`src/hdl/dfd_pkg.sv`:
```
// shared types and constants of the detection frame deframer
`timescale 1ns / 1ps

package dfd_pkg;

  localparam int unsigned SYNC_LEN    = 8;
  localparam int unsigned BOX_WORDS   = 5;
  localparam int unsigned QUEUE_DEPTH = 2;
  localparam int unsigned QPTR_W      = $clog2(QUEUE_DEPTH);
  localparam int unsigned QCNT_W      = $clog2(QUEUE_DEPTH + 1);

  localparam logic [7:0] START_BYTE0 = 8'hFF;
  localparam logic [7:0] START_BYTE1 = 8'hD8;

  localparam logic [15:0] TIMEOUT_RESET     = 16'd5000;
  localparam logic [15:0] BOX_LIMIT_RESET   = 16'd255;
  localparam logic [23:0] IMAGE_LIMIT_RESET = 24'd32768;

  localparam int unsigned CFG_IDX_W = 2;
  localparam logic [CFG_IDX_W-1:0] CFG_TIMEOUT     = 2'd0;
  localparam logic [CFG_IDX_W-1:0] CFG_BOX_LIMIT   = 2'd1;
  localparam logic [CFG_IDX_W-1:0] CFG_IMAGE_LIMIT = 2'd2;
  localparam int unsigned CFG_DATA_W = 24;

  typedef enum logic [1:0] {
    KIND_HEADER = 2'd0,
    KIND_BOX    = 2'd1,
    KIND_IMAGE  = 2'd2,
    KIND_ERROR  = 2'd3
  } dfd_kind_e;

  typedef enum logic [2:0] {
    ERR_TIMEOUT     = 3'd0,
    ERR_BOXES       = 3'd1,
    ERR_IMAGE_LARGE = 3'd2,
    ERR_BAD_START   = 3'd3,
    ERR_IMAGE_SMALL = 3'd4
  } dfd_err_e;

  typedef struct packed {
    logic       req_type;
    logic [7:0] rx_byte;
  } dfd_in_t;

  typedef struct packed {
    dfd_kind_e   kind;
    logic [63:0] frame_number;
    logic [15:0] box_count;
    logic [15:0] box_left;
    logic [15:0] box_top;
    logic [15:0] box_right;
    logic [15:0] box_bottom;
    logic [15:0] box_class;
    logic [31:0] score_bits;
    logic [7:0]  image_byte;
    logic        last;
    logic [2:0]  error_code;
  } dfd_out_t;

  // pair: the entry stands for two items, a leading start byte and then res
  typedef struct packed {
    logic     pair;
    dfd_out_t res;
  } dfd_entry_t;

  typedef struct packed {
    logic [15:0] timeout_ticks;
    logic [15:0] box_limit;
    logic [23:0] image_limit;
  } dfd_cfg_t;

  function automatic logic [7:0] sync_byte(logic [2:0] idx);
    logic [7:0] b;
    unique case (idx)
      3'd0: b = 8'hA5;
      3'd1: b = 8'h5A;
      3'd2: b = 8'hAA;
      3'd3: b = 8'h55;
      3'd4: b = 8'hAB;
      3'd5: b = 8'hCD;
      3'd6: b = 8'hEF;
      default: b = 8'hFE;
    endcase
    return b;
  endfunction

endpackage

```
`src/hdl/dfd_parser.sv`:
```
// front end: parses bytes and ticks and queues result entries
`timescale 1ns / 1ps

module dfd_parser (
  input  logic                clk_i,
  input  logic                rst_ni,
  input  dfd_pkg::dfd_cfg_t   cfg_i,
  input  logic                in_valid_i,
  input  dfd_pkg::dfd_in_t    in_data_i,
  input  logic                space_i,
  output logic                in_ready_o,
  output logic                push_valid_o,
  output dfd_pkg::dfd_entry_t push_entry_o
);

  localparam logic [2:0] PH_HUNT   = 3'd0;
  localparam logic [2:0] PH_FRAME  = 3'd1;
  localparam logic [2:0] PH_COUNT  = 3'd2;
  localparam logic [2:0] PH_BOX    = 3'd3;
  localparam logic [2:0] PH_SIZE   = 3'd4;
  localparam logic [2:0] PH_START0 = 3'd5;
  localparam logic [2:0] PH_START1 = 3'd6;
  localparam logic [2:0] PH_IMAGE  = 3'd7;

  localparam logic [2:0]  SYNC_LAST  = 3'(dfd_pkg::SYNC_LEN - 1);
  localparam logic [2:0]  SCORE_FLD  = 3'(dfd_pkg::BOX_WORDS);
  localparam logic [16:0] TICK_MAX   = '1;

  logic [2:0]  phase_q, phase_d;
  logic [2:0]  sync_q, sync_d;
  logic [16:0] tick_q, tick_d;
  logic [2:0]  pos_q, pos_d;
  logic [2:0]  field_q, field_d;
  logic [15:0] boxes_q, boxes_d;
  logic [15:0] box_idx_q, box_idx_d;
  logic [63:0] asm_q, asm_d;
  logic [15:0] words_q [dfd_pkg::BOX_WORDS];
  logic [15:0] words_d [dfd_pkg::BOX_WORDS];
  logic [23:0] remain_q, remain_d;
  logic [7:0]  first_q, first_d;

  logic        accept;
  logic        go_hunt;
  logic [7:0]  b;
  logic [16:0] tick_inc;
  logic [15:0] count16;
  logic [15:0] box_next;
  logic [31:0] size32;
  logic [23:0] rem1;
  logic [23:0] rem2;

  function automatic dfd_pkg::dfd_entry_t err_entry(dfd_pkg::dfd_err_e code);
    dfd_pkg::dfd_entry_t e;
    e                = '0;
    e.res.kind       = dfd_pkg::KIND_ERROR;
    e.res.error_code = code;
    return e;
  endfunction

  function automatic dfd_pkg::dfd_entry_t img_entry(logic [7:0] data, logic last, logic pair);
    dfd_pkg::dfd_entry_t e;
    e                = '0;
    e.pair           = pair;
    e.res.kind       = dfd_pkg::KIND_IMAGE;
    e.res.image_byte = data;
    e.res.last       = last;
    return e;
  endfunction

  assign in_ready_o = space_i;
  assign accept     = in_valid_i && space_i;
  assign b          = in_data_i.rx_byte;
  assign tick_inc   = tick_q + 17'(tick_q != TICK_MAX);
  assign count16    = {b, boxes_q[7:0]};
  assign box_next   = box_idx_q + 16'd1;
  assign size32     = {b, asm_q[23:0]};
  assign rem1       = remain_q - 24'd1;
  assign rem2       = remain_q - 24'd2;

  always_comb begin
    phase_d      = phase_q;
    sync_d       = sync_q;
    tick_d       = tick_q;
    pos_d        = pos_q;
    field_d      = field_q;
    boxes_d      = boxes_q;
    box_idx_d    = box_idx_q;
    asm_d        = asm_q;
    words_d      = words_q;
    remain_d     = remain_q;
    first_d      = first_q;
    go_hunt      = 1'b0;
    push_valid_o = 1'b0;
    push_entry_o = '0;
    if (accept) begin
      if (in_data_i.req_type) begin
        // ticks only count while hunting
        if (phase_q == PH_HUNT) begin
          tick_d = tick_inc;
          if (tick_inc > {1'b0, cfg_i.timeout_ticks}) begin
            push_valid_o = 1'b1;
            push_entry_o = err_entry(dfd_pkg::ERR_TIMEOUT);
            go_hunt      = 1'b1;
          end
        end
      end else begin
        unique case (phase_q)
          PH_HUNT: begin
            if (b == dfd_pkg::sync_byte(sync_q)) begin
              if (sync_q == SYNC_LAST) begin
                phase_d = PH_FRAME;
                pos_d   = '0;
                sync_d  = '0;
              end else begin
                sync_d = sync_q + 3'd1;
              end
            end else begin
              sync_d = '0;
            end
          end
          PH_FRAME: begin
            asm_d[{pos_q, 3'b000} +: 8] = b;
            pos_d = pos_q + 3'd1;
            if (pos_q == 3'd7) begin
              phase_d = PH_COUNT;
            end
          end
          PH_COUNT: begin
            if (pos_q == 3'd0) begin
              boxes_d = {8'h00, b};
              pos_d   = 3'd1;
            end else begin
              boxes_d      = count16;
              push_valid_o = 1'b1;
              if (count16 >= cfg_i.box_limit) begin
                push_entry_o = err_entry(dfd_pkg::ERR_BOXES);
                go_hunt      = 1'b1;
              end else begin
                push_entry_o.res.kind         = dfd_pkg::KIND_HEADER;
                push_entry_o.res.frame_number = asm_q;
                push_entry_o.res.box_count    = count16;
                box_idx_d = '0;
                field_d   = '0;
                pos_d     = '0;
                phase_d   = (count16 == 16'd0) ? PH_SIZE : PH_BOX;
              end
            end
          end
          PH_BOX: begin
            asm_d[{pos_q, 3'b000} +: 8] = b;
            if (field_q != SCORE_FLD) begin
              if (pos_q == 3'd0) begin
                pos_d = 3'd1;
              end else begin
                words_d[field_q] = {b, asm_q[7:0]};
                field_d          = field_q + 3'd1;
                pos_d            = '0;
              end
            end else if (pos_q != 3'd3) begin
              pos_d = pos_q + 3'd1;
            end else begin
              push_valid_o                = 1'b1;
              push_entry_o.res.kind       = dfd_pkg::KIND_BOX;
              push_entry_o.res.box_left   = words_q[0];
              push_entry_o.res.box_top    = words_q[1];
              push_entry_o.res.box_right  = words_q[2];
              push_entry_o.res.box_bottom = words_q[3];
              push_entry_o.res.box_class  = words_q[4];
              push_entry_o.res.score_bits = {b, asm_q[23:0]};
              field_d   = '0;
              pos_d     = '0;
              box_idx_d = box_next;
              phase_d   = (box_next >= boxes_q) ? PH_SIZE : PH_BOX;
            end
          end
          PH_SIZE: begin
            asm_d[{pos_q, 3'b000} +: 8] = b;
            if (pos_q != 3'd3) begin
              pos_d = pos_q + 3'd1;
            end else if (size32 > {8'h00, cfg_i.image_limit}) begin
              push_valid_o = 1'b1;
              push_entry_o = err_entry(dfd_pkg::ERR_IMAGE_LARGE);
              go_hunt      = 1'b1;
            end else if (size32 < 32'd2) begin
              push_valid_o = 1'b1;
              push_entry_o = err_entry(dfd_pkg::ERR_IMAGE_SMALL);
              go_hunt      = 1'b1;
            end else begin
              remain_d = size32[23:0];
              pos_d    = '0;
              phase_d  = PH_START0;
            end
          end
          PH_START0: begin
            first_d = b;
            phase_d = PH_START1;
          end
          PH_START1: begin
            push_valid_o = 1'b1;
            if (first_q != dfd_pkg::START_BYTE0 || b != dfd_pkg::START_BYTE1) begin
              push_entry_o = err_entry(dfd_pkg::ERR_BAD_START);
              go_hunt      = 1'b1;
            end else begin
              // one entry carries both start bytes
              push_entry_o = img_entry(dfd_pkg::START_BYTE1, rem2 == 24'd0, 1'b1);
              remain_d     = rem2;
              go_hunt      = (rem2 == 24'd0);
              phase_d      = PH_IMAGE;
            end
          end
          PH_IMAGE: begin
            push_valid_o = 1'b1;
            push_entry_o = img_entry(b, rem1 == 24'd0, 1'b0);
            remain_d     = rem1;
            go_hunt      = (rem1 == 24'd0);
          end
          default: begin
            phase_d = PH_HUNT;
          end
        endcase
      end
      if (go_hunt) begin
        phase_d = PH_HUNT;
        sync_d  = '0;
        tick_d  = '0;
        pos_d   = '0;
      end
    end
  end

  always_ff @(posedge clk_i or negedge rst_ni) begin
    if (!rst_ni) begin
      phase_q   <= PH_HUNT;
      sync_q    <= '0;
      tick_q    <= '0;
      pos_q     <= '0;
      field_q   <= '0;
      boxes_q   <= '0;
      box_idx_q <= '0;
    end else begin
      phase_q   <= phase_d;
      sync_q    <= sync_d;
      tick_q    <= tick_d;
      pos_q     <= pos_d;
      field_q   <= field_d;
      boxes_q   <= boxes_d;
      box_idx_q <= box_idx_d;
    end
  end

  always_ff @(posedge clk_i) begin
    asm_q    <= asm_d;
    words_q  <= words_d;
    remain_q <= remain_d;
    first_q  <= first_d;
  end

endmodule

```
`src/hdl/dfd_queue.sv`:
```
// short queue of result entries between parser and emitter
`timescale 1ns / 1ps

module dfd_queue (
  input  logic                clk_i,
  input  logic                rst_ni,
  input  logic                push_valid_i,
  input  dfd_pkg::dfd_entry_t push_entry_i,
  output logic                space_o,
  output logic                head_valid_o,
  output dfd_pkg::dfd_entry_t head_o,
  input  logic                pop_i
);

  localparam int unsigned DEPTH = dfd_pkg::QUEUE_DEPTH;
  localparam logic [dfd_pkg::QPTR_W-1:0] PTR_LAST = dfd_pkg::QPTR_W'(DEPTH - 1);
  localparam logic [dfd_pkg::QCNT_W-1:0] CNT_FULL = dfd_pkg::QCNT_W'(DEPTH);

  dfd_pkg::dfd_entry_t mem_q [DEPTH];
  logic [dfd_pkg::QPTR_W-1:0] wr_ptr_q, wr_ptr_d;
  logic [dfd_pkg::QPTR_W-1:0] rd_ptr_q, rd_ptr_d;
  logic [dfd_pkg::QCNT_W-1:0] count_q, count_d;
  logic do_pop;

  assign space_o      = (count_q != CNT_FULL);
  assign head_valid_o = (count_q != '0);
  assign head_o       = mem_q[rd_ptr_q];
  assign do_pop       = pop_i && head_valid_o;

  always_comb begin
    wr_ptr_d = wr_ptr_q;
    rd_ptr_d = rd_ptr_q;
    count_d  = count_q;
    if (push_valid_i) begin
      wr_ptr_d = (wr_ptr_q == PTR_LAST) ? '0 : wr_ptr_q + dfd_pkg::QPTR_W'(1);
    end
    if (do_pop) begin
      rd_ptr_d = (rd_ptr_q == PTR_LAST) ? '0 : rd_ptr_q + dfd_pkg::QPTR_W'(1);
    end
    unique case ({push_valid_i, do_pop})
      2'b10:   count_d = count_q + dfd_pkg::QCNT_W'(1);
      2'b01:   count_d = count_q - dfd_pkg::QCNT_W'(1);
      default: count_d = count_q;
    endcase
  end

  always_ff @(posedge clk_i or negedge rst_ni) begin
    if (!rst_ni) begin
      wr_ptr_q <= '0;
      rd_ptr_q <= '0;
      count_q  <= '0;
    end else begin
      wr_ptr_q <= wr_ptr_d;
      rd_ptr_q <= rd_ptr_d;
      count_q  <= count_d;
    end
  end

  always_ff @(posedge clk_i) begin
    if (push_valid_i) begin
      mem_q[wr_ptr_q] <= push_entry_i;
    end
  end

endmodule

```
`src/hdl/dfd_emitter.sv`:
```
// back end: output register, splits start-byte pairs into two items
`timescale 1ns / 1ps

module dfd_emitter (
  input  logic                clk_i,
  input  logic                rst_ni,
  input  logic                head_valid_i,
  input  dfd_pkg::dfd_entry_t head_i,
  output logic                pop_o,
  output logic                out_valid_o,
  input  logic                out_ready_i,
  output dfd_pkg::dfd_out_t   out_data_o
);

  logic              valid_q, valid_d;
  logic              half_q, half_d;
  dfd_pkg::dfd_out_t data_q, data_d;
  logic              load;

  assign load        = !valid_q || out_ready_i;
  assign out_valid_o = valid_q;
  assign out_data_o  = data_q;

  always_comb begin
    valid_d = valid_q;
    half_d  = half_q;
    data_d  = data_q;
    pop_o   = 1'b0;
    if (load) begin
      valid_d = head_valid_i;
      if (head_valid_i) begin
        if (head_i.pair && !half_q) begin
          // leading start byte first, entry stays at the head
          data_d            = head_i.res;
          data_d.image_byte = dfd_pkg::START_BYTE0;
          data_d.last       = 1'b0;
          half_d            = 1'b1;
        end else begin
          data_d = head_i.res;
          half_d = 1'b0;
          pop_o  = 1'b1;
        end
      end
    end
  end

  always_ff @(posedge clk_i or negedge rst_ni) begin
    if (!rst_ni) begin
      valid_q <= 1'b0;
      half_q  <= 1'b0;
    end else begin
      valid_q <= valid_d;
      half_q  <= half_d;
    end
  end

  always_ff @(posedge clk_i) begin
    data_q <= data_d;
  end

endmodule

```
`src/hdl/detection_frame_deframer.sv`:
```
// Path: results of an accepted item are written into the queue, then into the output register at out_valid_o.
// Throughput: one item per cycle while the queue has space, set by the parser and output register;
// a correct start-byte pair stays at the queue head for both start bytes and can stall the input.
// Reset (rst_ni low, asynchronous): parser back to sync hunt, queue and output empty,
// configuration registers back to timeout 5000, box limit 255, image limit 32768.
`timescale 1ns / 1ps

module detection_frame_deframer (
  input  logic                                 clk_i,
  input  logic                                 rst_ni,
  input  logic                                 cfg_we_i,
  input  logic [dfd_pkg::CFG_IDX_W-1:0]        cfg_idx_i,
  input  logic [dfd_pkg::CFG_DATA_W-1:0]       cfg_wdata_i,
  input  logic                                 in_valid_i,
  output logic                                 in_ready_o,
  input  dfd_pkg::dfd_in_t                     in_data_i,
  output logic                                 out_valid_o,
  input  logic                                 out_ready_i,
  output dfd_pkg::dfd_out_t                    out_data_o
);

  dfd_pkg::dfd_cfg_t   cfg_q;
  logic                space;
  logic                push_valid;
  dfd_pkg::dfd_entry_t push_entry;
  logic                head_valid;
  dfd_pkg::dfd_entry_t head;
  logic                pop;

  always_ff @(posedge clk_i or negedge rst_ni) begin
    if (!rst_ni) begin
      cfg_q.timeout_ticks <= dfd_pkg::TIMEOUT_RESET;
      cfg_q.box_limit     <= dfd_pkg::BOX_LIMIT_RESET;
      cfg_q.image_limit   <= dfd_pkg::IMAGE_LIMIT_RESET;
    end else if (cfg_we_i) begin
      unique case (cfg_idx_i)
        dfd_pkg::CFG_TIMEOUT:     cfg_q.timeout_ticks <= cfg_wdata_i[15:0];
        dfd_pkg::CFG_BOX_LIMIT:   cfg_q.box_limit     <= cfg_wdata_i[15:0];
        dfd_pkg::CFG_IMAGE_LIMIT: cfg_q.image_limit   <= cfg_wdata_i[23:0];
        default: ;
      endcase
    end
  end

  dfd_parser u_parser (
    .clk_i        (clk_i),
    .rst_ni       (rst_ni),
    .cfg_i        (cfg_q),
    .in_valid_i   (in_valid_i),
    .in_data_i    (in_data_i),
    .space_i      (space),
    .in_ready_o   (in_ready_o),
    .push_valid_o (push_valid),
    .push_entry_o (push_entry)
  );

  dfd_queue u_queue (
    .clk_i        (clk_i),
    .rst_ni       (rst_ni),
    .push_valid_i (push_valid),
    .push_entry_i (push_entry),
    .space_o      (space),
    .head_valid_o (head_valid),
    .head_o       (head),
    .pop_i        (pop)
  );

  dfd_emitter u_emitter (
    .clk_i        (clk_i),
    .rst_ni       (rst_ni),
    .head_valid_i (head_valid),
    .head_i       (head),
    .pop_o        (pop),
    .out_valid_o  (out_valid_o),
    .out_ready_i  (out_ready_i),
    .out_data_o   (out_data_o)
  );

endmodule

```
`config.mk`:
```
export PLATFORM = sky130hd
export DESIGN_NAME = detection_frame_deframer
export DESIGN_NICKNAME = d
export VERILOG_FILES = /design/src/hdl/dfd_pkg.sv /design/src/hdl/dfd_parser.sv /design/src/hdl/dfd_queue.sv /design/src/hdl/dfd_emitter.sv /design/src/hdl/detection_frame_deframer.sv
export SDC_FILE = /design/constraint.sdc
export NUM_CORES = 1
export LEC_CHECK = 0
export BUFFER_PORTS_ARGS = -buffer_cell sky130_fd_sc_hd__buf_2
export CORE_ASPECT_RATIO = 1.75
export CORE_MARGIN = 2
export CORE_UTILIZATION = 60
export CTS_BUF_LIST = sky130_fd_sc_hd__clkbuf_4 sky130_fd_sc_hd__clkbuf_8 sky130_fd_sc_hd__clkbuf_16
export DETAILED_ROUTE_END_ITERATION = 16
export PLACE_DENSITY = 0.88
export SLEW_MARGIN = 20
export SYNTH_ARGS = -nofsm -noshare
export SYNTH_HDL_FRONTEND = slang
export SYNTH_SLANG_ARGS = --single-unit
```
`constraint.sdc`:
```
create_clock -name clk_i -period 15.7 [get_ports clk_i]
set_clock_uncertainty 0.2 [all_clocks]
set_input_delay 2.355 -clock clk_i [delete_from_list [all_inputs] [get_ports clk_i]]
set_output_delay 2.355 -clock clk_i [all_outputs]
set_load 0.01 [all_outputs]
```
==> results of run 1 <==
[worst max-delay path, delay by kind of cell (launching register included)]
kind | cells | cell delay, ns
buffers and inverters | 2 | 1.18
AOI/OAI and AO/OA | 4 | 1.07
adders and majority gates | 3 | 0.67
DFF | 1 | 0.45
xor gates and xnor gates | 1 | 0.36
and+or+nand+nor | 10 | 2.76
[Yosys cell counts (5+ instances only)]
master	instances	area (sq um)
nand4_1	23	144
nor3b_1	6	45.0
nor2b_1	15	93.8
a21o_1	9	67.6
o31ai_1	9	67.6
a21oi_1	45	225
o211ai_1	11	82.6
a22o_1	10	87.6
buf_2	6	30.0
a211oi_1	7	52.6
mux2i_1	12	120
nand2_1	179	672
dfstp_2	14	368
nand2b_1	18	113
and4_1	6	52.6
and2_1	200	1250
buf_1	6	22.5
or2_2	5	31.3
nand3b_1	6	45.0
ha_1	96	1200
and3_1	20	125
inv_1	96	360
o21ai_1	17	85.1
xor2_1	23	201
edfxtp_1	796	23900
or3_1	13	81.3
dfrtp_1	109	2730
nand3_1	26	130
nor2_1	124	465
clkbuf_1	92	345
nor4_1	29	181
mux2_2	247	2780
xnor2_1	47	412
nor3_1	34	170
o21ai_0	90	450
[kinds of logic after synthesis]
kind of cell / Yosys count / synth area share (%)
flip-flops: 919 / 71.4
AND/OR/NAND/NOR: 725 / 10.1
multiplexers: 259 / 7.67
AO/OA/AOI/OAI: 241 / 3.96
buffers and inverters: 203 / 2.07
adder cells (fa/ha/maj): 96 / 3.18
XOR/XNOR: 70 / 1.62
[final timing paths]
check                                                  startpoint                                end  slack [ns]  cells after the start
worst max-delay path               u_parser.tick_q[9]$_DFFE_PN0P_     u_queue.mem_q[0][78]$_DFFE_PP_        8.41                     20
worst min-delay path            u_parser.box_idx_q[9]$_DFFE_PN0P_  u_parser.box_idx_q[9]$_DFFE_PN0P_        0.30                      2
worst max register to register     u_parser.tick_q[9]$_DFFE_PN0P_     u_queue.mem_q[0][78]$_DFFE_PP_        8.41                     20
worst min register to register  u_parser.box_idx_q[9]$_DFFE_PN0P_  u_parser.box_idx_q[9]$_DFFE_PN0P_        0.30                      2
max in group asynchronous                                  rst_ni              cfg_q[24]$_DFFE_PN1P_       12.59                      3
min in group asynchronous                                  rst_ni              cfg_q[16]$_DFFE_PN0P_        1.55                      1
[layout make-up]
type / instances / area share (%)
clock inverter: 43 / 1.07
timing repair buffer: 278 / 3.66
tap: 799 / 2.35
multi-input combinational: 1391 / 23.7
clock buffer: 95 / 4.94
antenna: 2 / 0.0118
sequential: 919 / 63.4
inverter: 97 / 0.855
[power breakdown]
part | internal, uW | total (uW) | switching (uW)
Clock | 1070 | 1930 | 864
Combinational | 583 | 1560 | 977
Sequential | 3210 | 3430 | 221
[per-layer routing]
metal / up-vias / GRT usage, %
li1: 9708 / -
met1: 10773 / 30.7
met2: 1003 / 49.5
met3: 278 / 4.78
met4: 0 / 15.7
met5: - / 0
[registers in the layout, indices dropped and copies added (netlist names), 3 cells and up]
signal / count
u_parser.first_q: 8
u_queue.mem_q: 414
u_parser.pos_q: 3
u_parser.words_q: 80
u_parser.tick_q: 17
u_parser.field_q: 3
cfg_q: 56
u_parser.asm_q: 64
u_parser.phase_q: 3
u_parser.sync_q: 3
u_parser.boxes_q: 16
u_parser.remain_q: 24
u_emitter.out_data_o: 206
u_parser.box_idx_q: 16
[stage by stage]
stage / setup WS (ns) / power [uW] / instance area, sq um
floorplan: 1.61 / 4500 / 37800
global placement: 7.75 / 4960 / 39900
detailed placement: 7.66 / 5010 / 39900
CTS: 7.59 / 6940 / 42500
global route: 7.92 / 7180 / 42600
finish: 8.41 / 6920 / 42600
==> flow_summary.json, run 1 <==
{
  "yosysSeqAreaShare_pct": 71.4,
  "overflow": 0,
  "coreArea_sq_um": 62200,
  "status": "finished, final reports clean",
  "synthFlopType": "edfxtp_1",
  "synth-seq-cells": 919,
  "insertion_delay_ns": 0.64,
  "track_usage_pct": 27.5,
  "drt_iter0_drc": 1830,
  "port_buffers": 247,
  "tightest_slew_ns": 1.09,
  "hold_violations": 0,
  "syn_avg_cell_area_sq_um": 15.0,
  "drive_above_1_share_pct": 24.7,
  "cp_max_fo": 133,
  "timing.hold.ws_ns": 0.296,
  "ir_drop_uv": 159,
  "antenna_found_initial": 0,
  "multiInputGateArea_sq_um": 10100,
  "route.met3.wl_mm": 5.74,
  "clk_pin_slew_ns": 0.07,
  "fin_crit_ns": 7.29,
  "relSlewSlack_pct": 27.4,
  "ant_nets": 0,
  "setup.worst_path.start_class": "flip-flop",
  "cp.arrival_ns": 7.35,
  "nNetsFinal": 2900,
  "hpwl_mm": 60.0,
  "dr_wl_met2_mm": 46.8,
  "h-tree-depth": 3,
  "async_reset_ff_share_pct": 13.4,
  "synth_edf_count": 796,
  "die_w_microns": 194,
  "final_cells": 3624,
  "cts_resized": 0,
  "drt_wl_total_mm": 89.3,
  "cap_violations": 0,
  "ys_warn_count": 0,
  "rows": 121,
  "required_ns": 15.76,
  "critPathMaxStageDelay_ns": 0.61,
  "clockRootBuffer": "clkbuf_16",
  "tritoncts": "built",
  "post_drt_via_cell_ratio": 6.00,
  "min_period_over_period_pct": 46.5,
  "layout_common_cells": "edfxtp_1 (796), mux2_2 (247), buf_2 (246), and2_1 (200), nand2_1 (179)",
  "layout_commonest_cell": "edfxtp_1",
  "slowest_stage": "buf_4",
  "gp_congestion": 0.997,
  "final-seq-area_sq_um": 27000,
  "post_cts_buffers": 0,
  "syn_area_sq_um": 37800,
  "rsz0062_at_grt": "no",
  "drcViolationCount": 0,
  "vias": 21762,
  "areaGrowthSynthToFinish_pct": 12.6,
  "start_util_pct": 60.8,
  "hp-class": "flip-flop to flip-flop",
  "die_h_microns": 336,
  "placed_cells_incl_taps": 3481,
  "fillers": 3939,
  "drt-wirelength-per-cell_microns": 24.6,
  "leakage_uw": 0.0157,
  "met1_length_mm": 31.0,
  "cp_cell_sequence": "and4_1 -> and3_1 -> nand4_1 -> ha_1 -> ha_1 -> nand3_1 -> nor3_1 -> nand4_1 -> xnor2_1 -> ha_1 -> nand4_1 -> nor3_1 -> o31ai_1 -> a211o_1 -> o211ai_2 -> nand3_1 -> a41o_1 -> nor2_4 -> buf_4 -> buf_12",
  "finalMaxSlewViolations": 0,
  "ys_types": 78,
  "max_freq_mhz": 137,
  "syn_inst": 2513,
  "path_class": "flip-flop to flip-flop",
  "setup_tns_ns": 0,
  "numCtsBuffers": 77,
  "finalSetupViolations": 0,
  "grt_pass1_wl_mm": 134,
  "top_layer": "met4",
  "dieArea_sq_um": 65100,
  "fin_util_pct": 68.4,
  "firstDrtPassIters": 5,
  "syn_nets": 2649,
  "clock_sinks": 919,
  "cts_buffer_depth": 3,
  "power_density_nw_per_um2": 163,
  "end_kind": "flip-flop",
  "grt_max_degree": 148,
  "cts_hold_buf": 0,
  "grt_pass1_vias": 22238,
  "io_pins": 248
}
No activity file was read; power rests on OpenSTA's default activity.
==> inputs of run 2 (changes only) <==
CORE_UTILIZATION = 55   (was 60)
PLACE_DENSITY = 0.85   (was 0.88)
clock period = 6.5 ns   (was 15.7 ns; I/O delays follow)
==> flow_summary.json, run 2 (synthesized netlist as in run 1, its figures left out) <==
{
  "finalSetupViolations": 0,
  "required_ns": 6.61,
  "diodes": 0,
  "path_class": "flip-flop to flip-flop",
  "leakage_uw": 0.0159,
  "gp_congestion": 0.987,
  "end_kind": "flip-flop",
  "ir_drop_uv": 329,
  "crit_family": "simple AND/OR/NAND/NOR gates",
  "rsz0062_at_grt": "no",
  "path_buf_inv": 1,
  "post_drt_via_cell_ratio": 5.78,
  "slowest_stage": "nor2_4",
  "numCtsBuffers": 79,
  "fillers": 4820,
  "cp_max_fo": 19,
  "fin_crit_ns": 5.74,
  "preCtsSetupSlack_ns": 0.778,
  "critPathMaxStageDelay_ns": 0.68,
  "ant_nets": 0,
  "dieArea_sq_um": 70900,
  "antenna_found_initial": 1,
  "grt_pass1_vias": 22274,
  "insertion_delay_ns": 0.65,
  "status": "finished, final reports clean",
  "cap_violations": 0,
  "layout_common_cells": "edfxtp_1 (796), mux2_2 (247), buf_2 (246), and2_1 (200), nand2_1 (179)",
  "power_density_nw_per_um2": 394,
  "min_period_over_period_pct": 88.3,
  "coreArea_sq_um": 68300,
  "die_w_microns": 202,
  "crit_path_frequent_cell": "nand4_1",
  "max_flop_register": "u_queue.mem_q",
  "io_pins": 248,
  "nNetsFinal": 2916,
  "drt_iter0_drc": 1693,
  "largest_register_ffs": 414,
  "cp.arrival_ns": 5.85,
  "grt_pass1_wl_mm": 132,
  "drt_wl_total_mm": 88.6,
  "clock_sinks": 919,
  "grt_max_degree": 145,
  "h-tree-depth": 3,
  "track_usage_pct": 25.1,
  "layout_commonest_cell": "edfxtp_1",
  "max_freq_mhz": 174,
  "rows": 127,
  "start_util_pct": 55.3,
  "clk_pin_slew_ns": 0.06,
  "overflow": 0,
  "tightest_slew_ns": 1.09,
  "fin_area_sq_um": 43100,
  "areaGrowthSynthToFinish_pct": 13.9,
  "cts_buffer_depth": 3,
  "cts_resized": 0,
  "relSlewSlack_pct": 27.0,
  "layout_setup_ws_ns": 0.763,
  "drt-wirelength-per-cell_microns": 23.6,
  "port_buffers": 247,
  "drcViolationCount": 0,
  "final-seq-area_sq_um": 27000,
  "clockRootBuffer": "clkbuf_16",
  "hp-class": "input port to asynchronous set/reset pin",
  "dpl_cell_area_sq_um": 40300,
  "cp_cell_sequence": "nand3_1 -> nor2_2 -> nand4_1 -> ha_2 -> and4_1 -> nand2_1 -> nor2_1 -> xor2_1 -> ha_1 -> nand4_1 -> nor3_2 -> o31ai_1 -> a211o_1 -> o211ai_4 -> nand3_2 -> a41o_4 -> nor2_4 -> buf_4",
  "setup.worst_path.start_class": "flip-flop",
  "firstDrtPassIters": 6,
  "drive_above_1_share_pct": 25.5,
  "hold_violations": 0,
  "cts_hold_buf": 0,
  "post_cts_buffers": 0,
  "die_h_microns": 351,
  "multiInputGateArea_sq_um": 10200,
  "hpwl_mm": 59.5,
  "vias": 21681,
  "finalMaxSlewViolations": 0,
  "tritoncts": "built",
  "fin_util_pct": 63.0
}
==> run 2: cell types whose count changed in the layout (fill, tap and decap cells not counted), sizes merged <==
cell	delta
clkinvlp	-2
clkinv	+8
buf	+14
inv	+3
bufinv	+3
clkbuf	-4
diode	-2
==> run 2: area by class of cell <==
type	instances	share of cell area, %
flip-flops and latches	919	62.7
multi-input cells	1391	23.6
clock buffers	91	4.89
repair buffers	292	3.89
well taps	903	2.62
clock inverters	55	1.43
inverters	97	0.845
==> run 2: routing by layer <==
| metal | global-route usage, % | up-vias | part of all wire, % | wire length, microns |
|---|---|---|---|---|
| met4 | 15.0 | 0 | 6.5 | 5730 |
| met3 | 3.79 | 254 | 6.0 | 5300 |
| met5 | 0 | - | 0 | 0 |
| met1 | 29.1 | 10781 | 37 | 32400 |
| li1 | - | 9753 | - | - |
| met2 | 44.2 | 893 | 51 | 45100 |
==> run 2: worst paths after layout <==
path	startpoint	to	slack (ns)	cells past startpoint
setup / recovery	u_parser.tick_q[4]$_DFFE_PN0P_	u_queue.mem_q[0][18]$_DFFE_PP_	0.76	18
hold / removal	rst_ni	u_emitter.out_valid_o$_DFFE_PN0N_	0.18	1
setup reg to reg	u_parser.tick_q[4]$_DFFE_PN0P_	u_queue.mem_q[0][18]$_DFFE_PP_	0.76	18
hold reg to reg	u_queue.count_q[1]$_DFFE_PN0P_	u_queue.count_q[1]$_DFFE_PN0P_	0.30	1
max in group asynchronous	rst_ni	u_parser.field_q[1]$_DFFE_PN0P_	4.47	2
min in group clk_i	u_queue.count_q[1]$_DFFE_PN0P_	u_queue.count_q[1]$_DFFE_PN0P_	0.30	1
==> run 2: worst register-to-register path, cell delays in order, from the launching register on <==
cell,delay (ns)
dfrtp_1,0.46
nand3_1,0.21
nor2_2,0.32
nand4_1,0.14
ha_2,0.24
and4_1,0.30
nand2_1,0.16
nor2_1,0.06
xor2_1,0.15
ha_1,0.31
nand4_1,0.15
nor3_2,0.25
o31ai_1,0.13
a211o_1,0.35
o211ai_4,0.16
nand3_2,0.33
a41o_4,0.39
nor2_4,0.69
buf_4,0.41
==> run 2: power breakdown <==
part | leakage, uW | switching (uW) | total [uW] | internal (uW)
combinational | 0.00556 | 2320 | 3770 | 1450
clock | 0.00134 | 2140 | 4880 | 2730
sequential | 0.00899 | 550 | 8300 | 7750
==> run 2: through the flow <==
stage | TNS, ns | hold slack, ns | total power, uW | std cells
5_1_grt | 0 | 0.225 | 17600 | 3748
3_3_place_gp | 0 | 0.267 | 12000 | 3602
3_5_place_dp | 0 | 0.290 | 12200 | 3602
2_1_floorplan | -236.75 | 0.250 | 10700 | 2513
6_report | 0 | 0.176 | 17000 | 3748
4_1_cts | 0 | 0.202 | 17000 | 3748
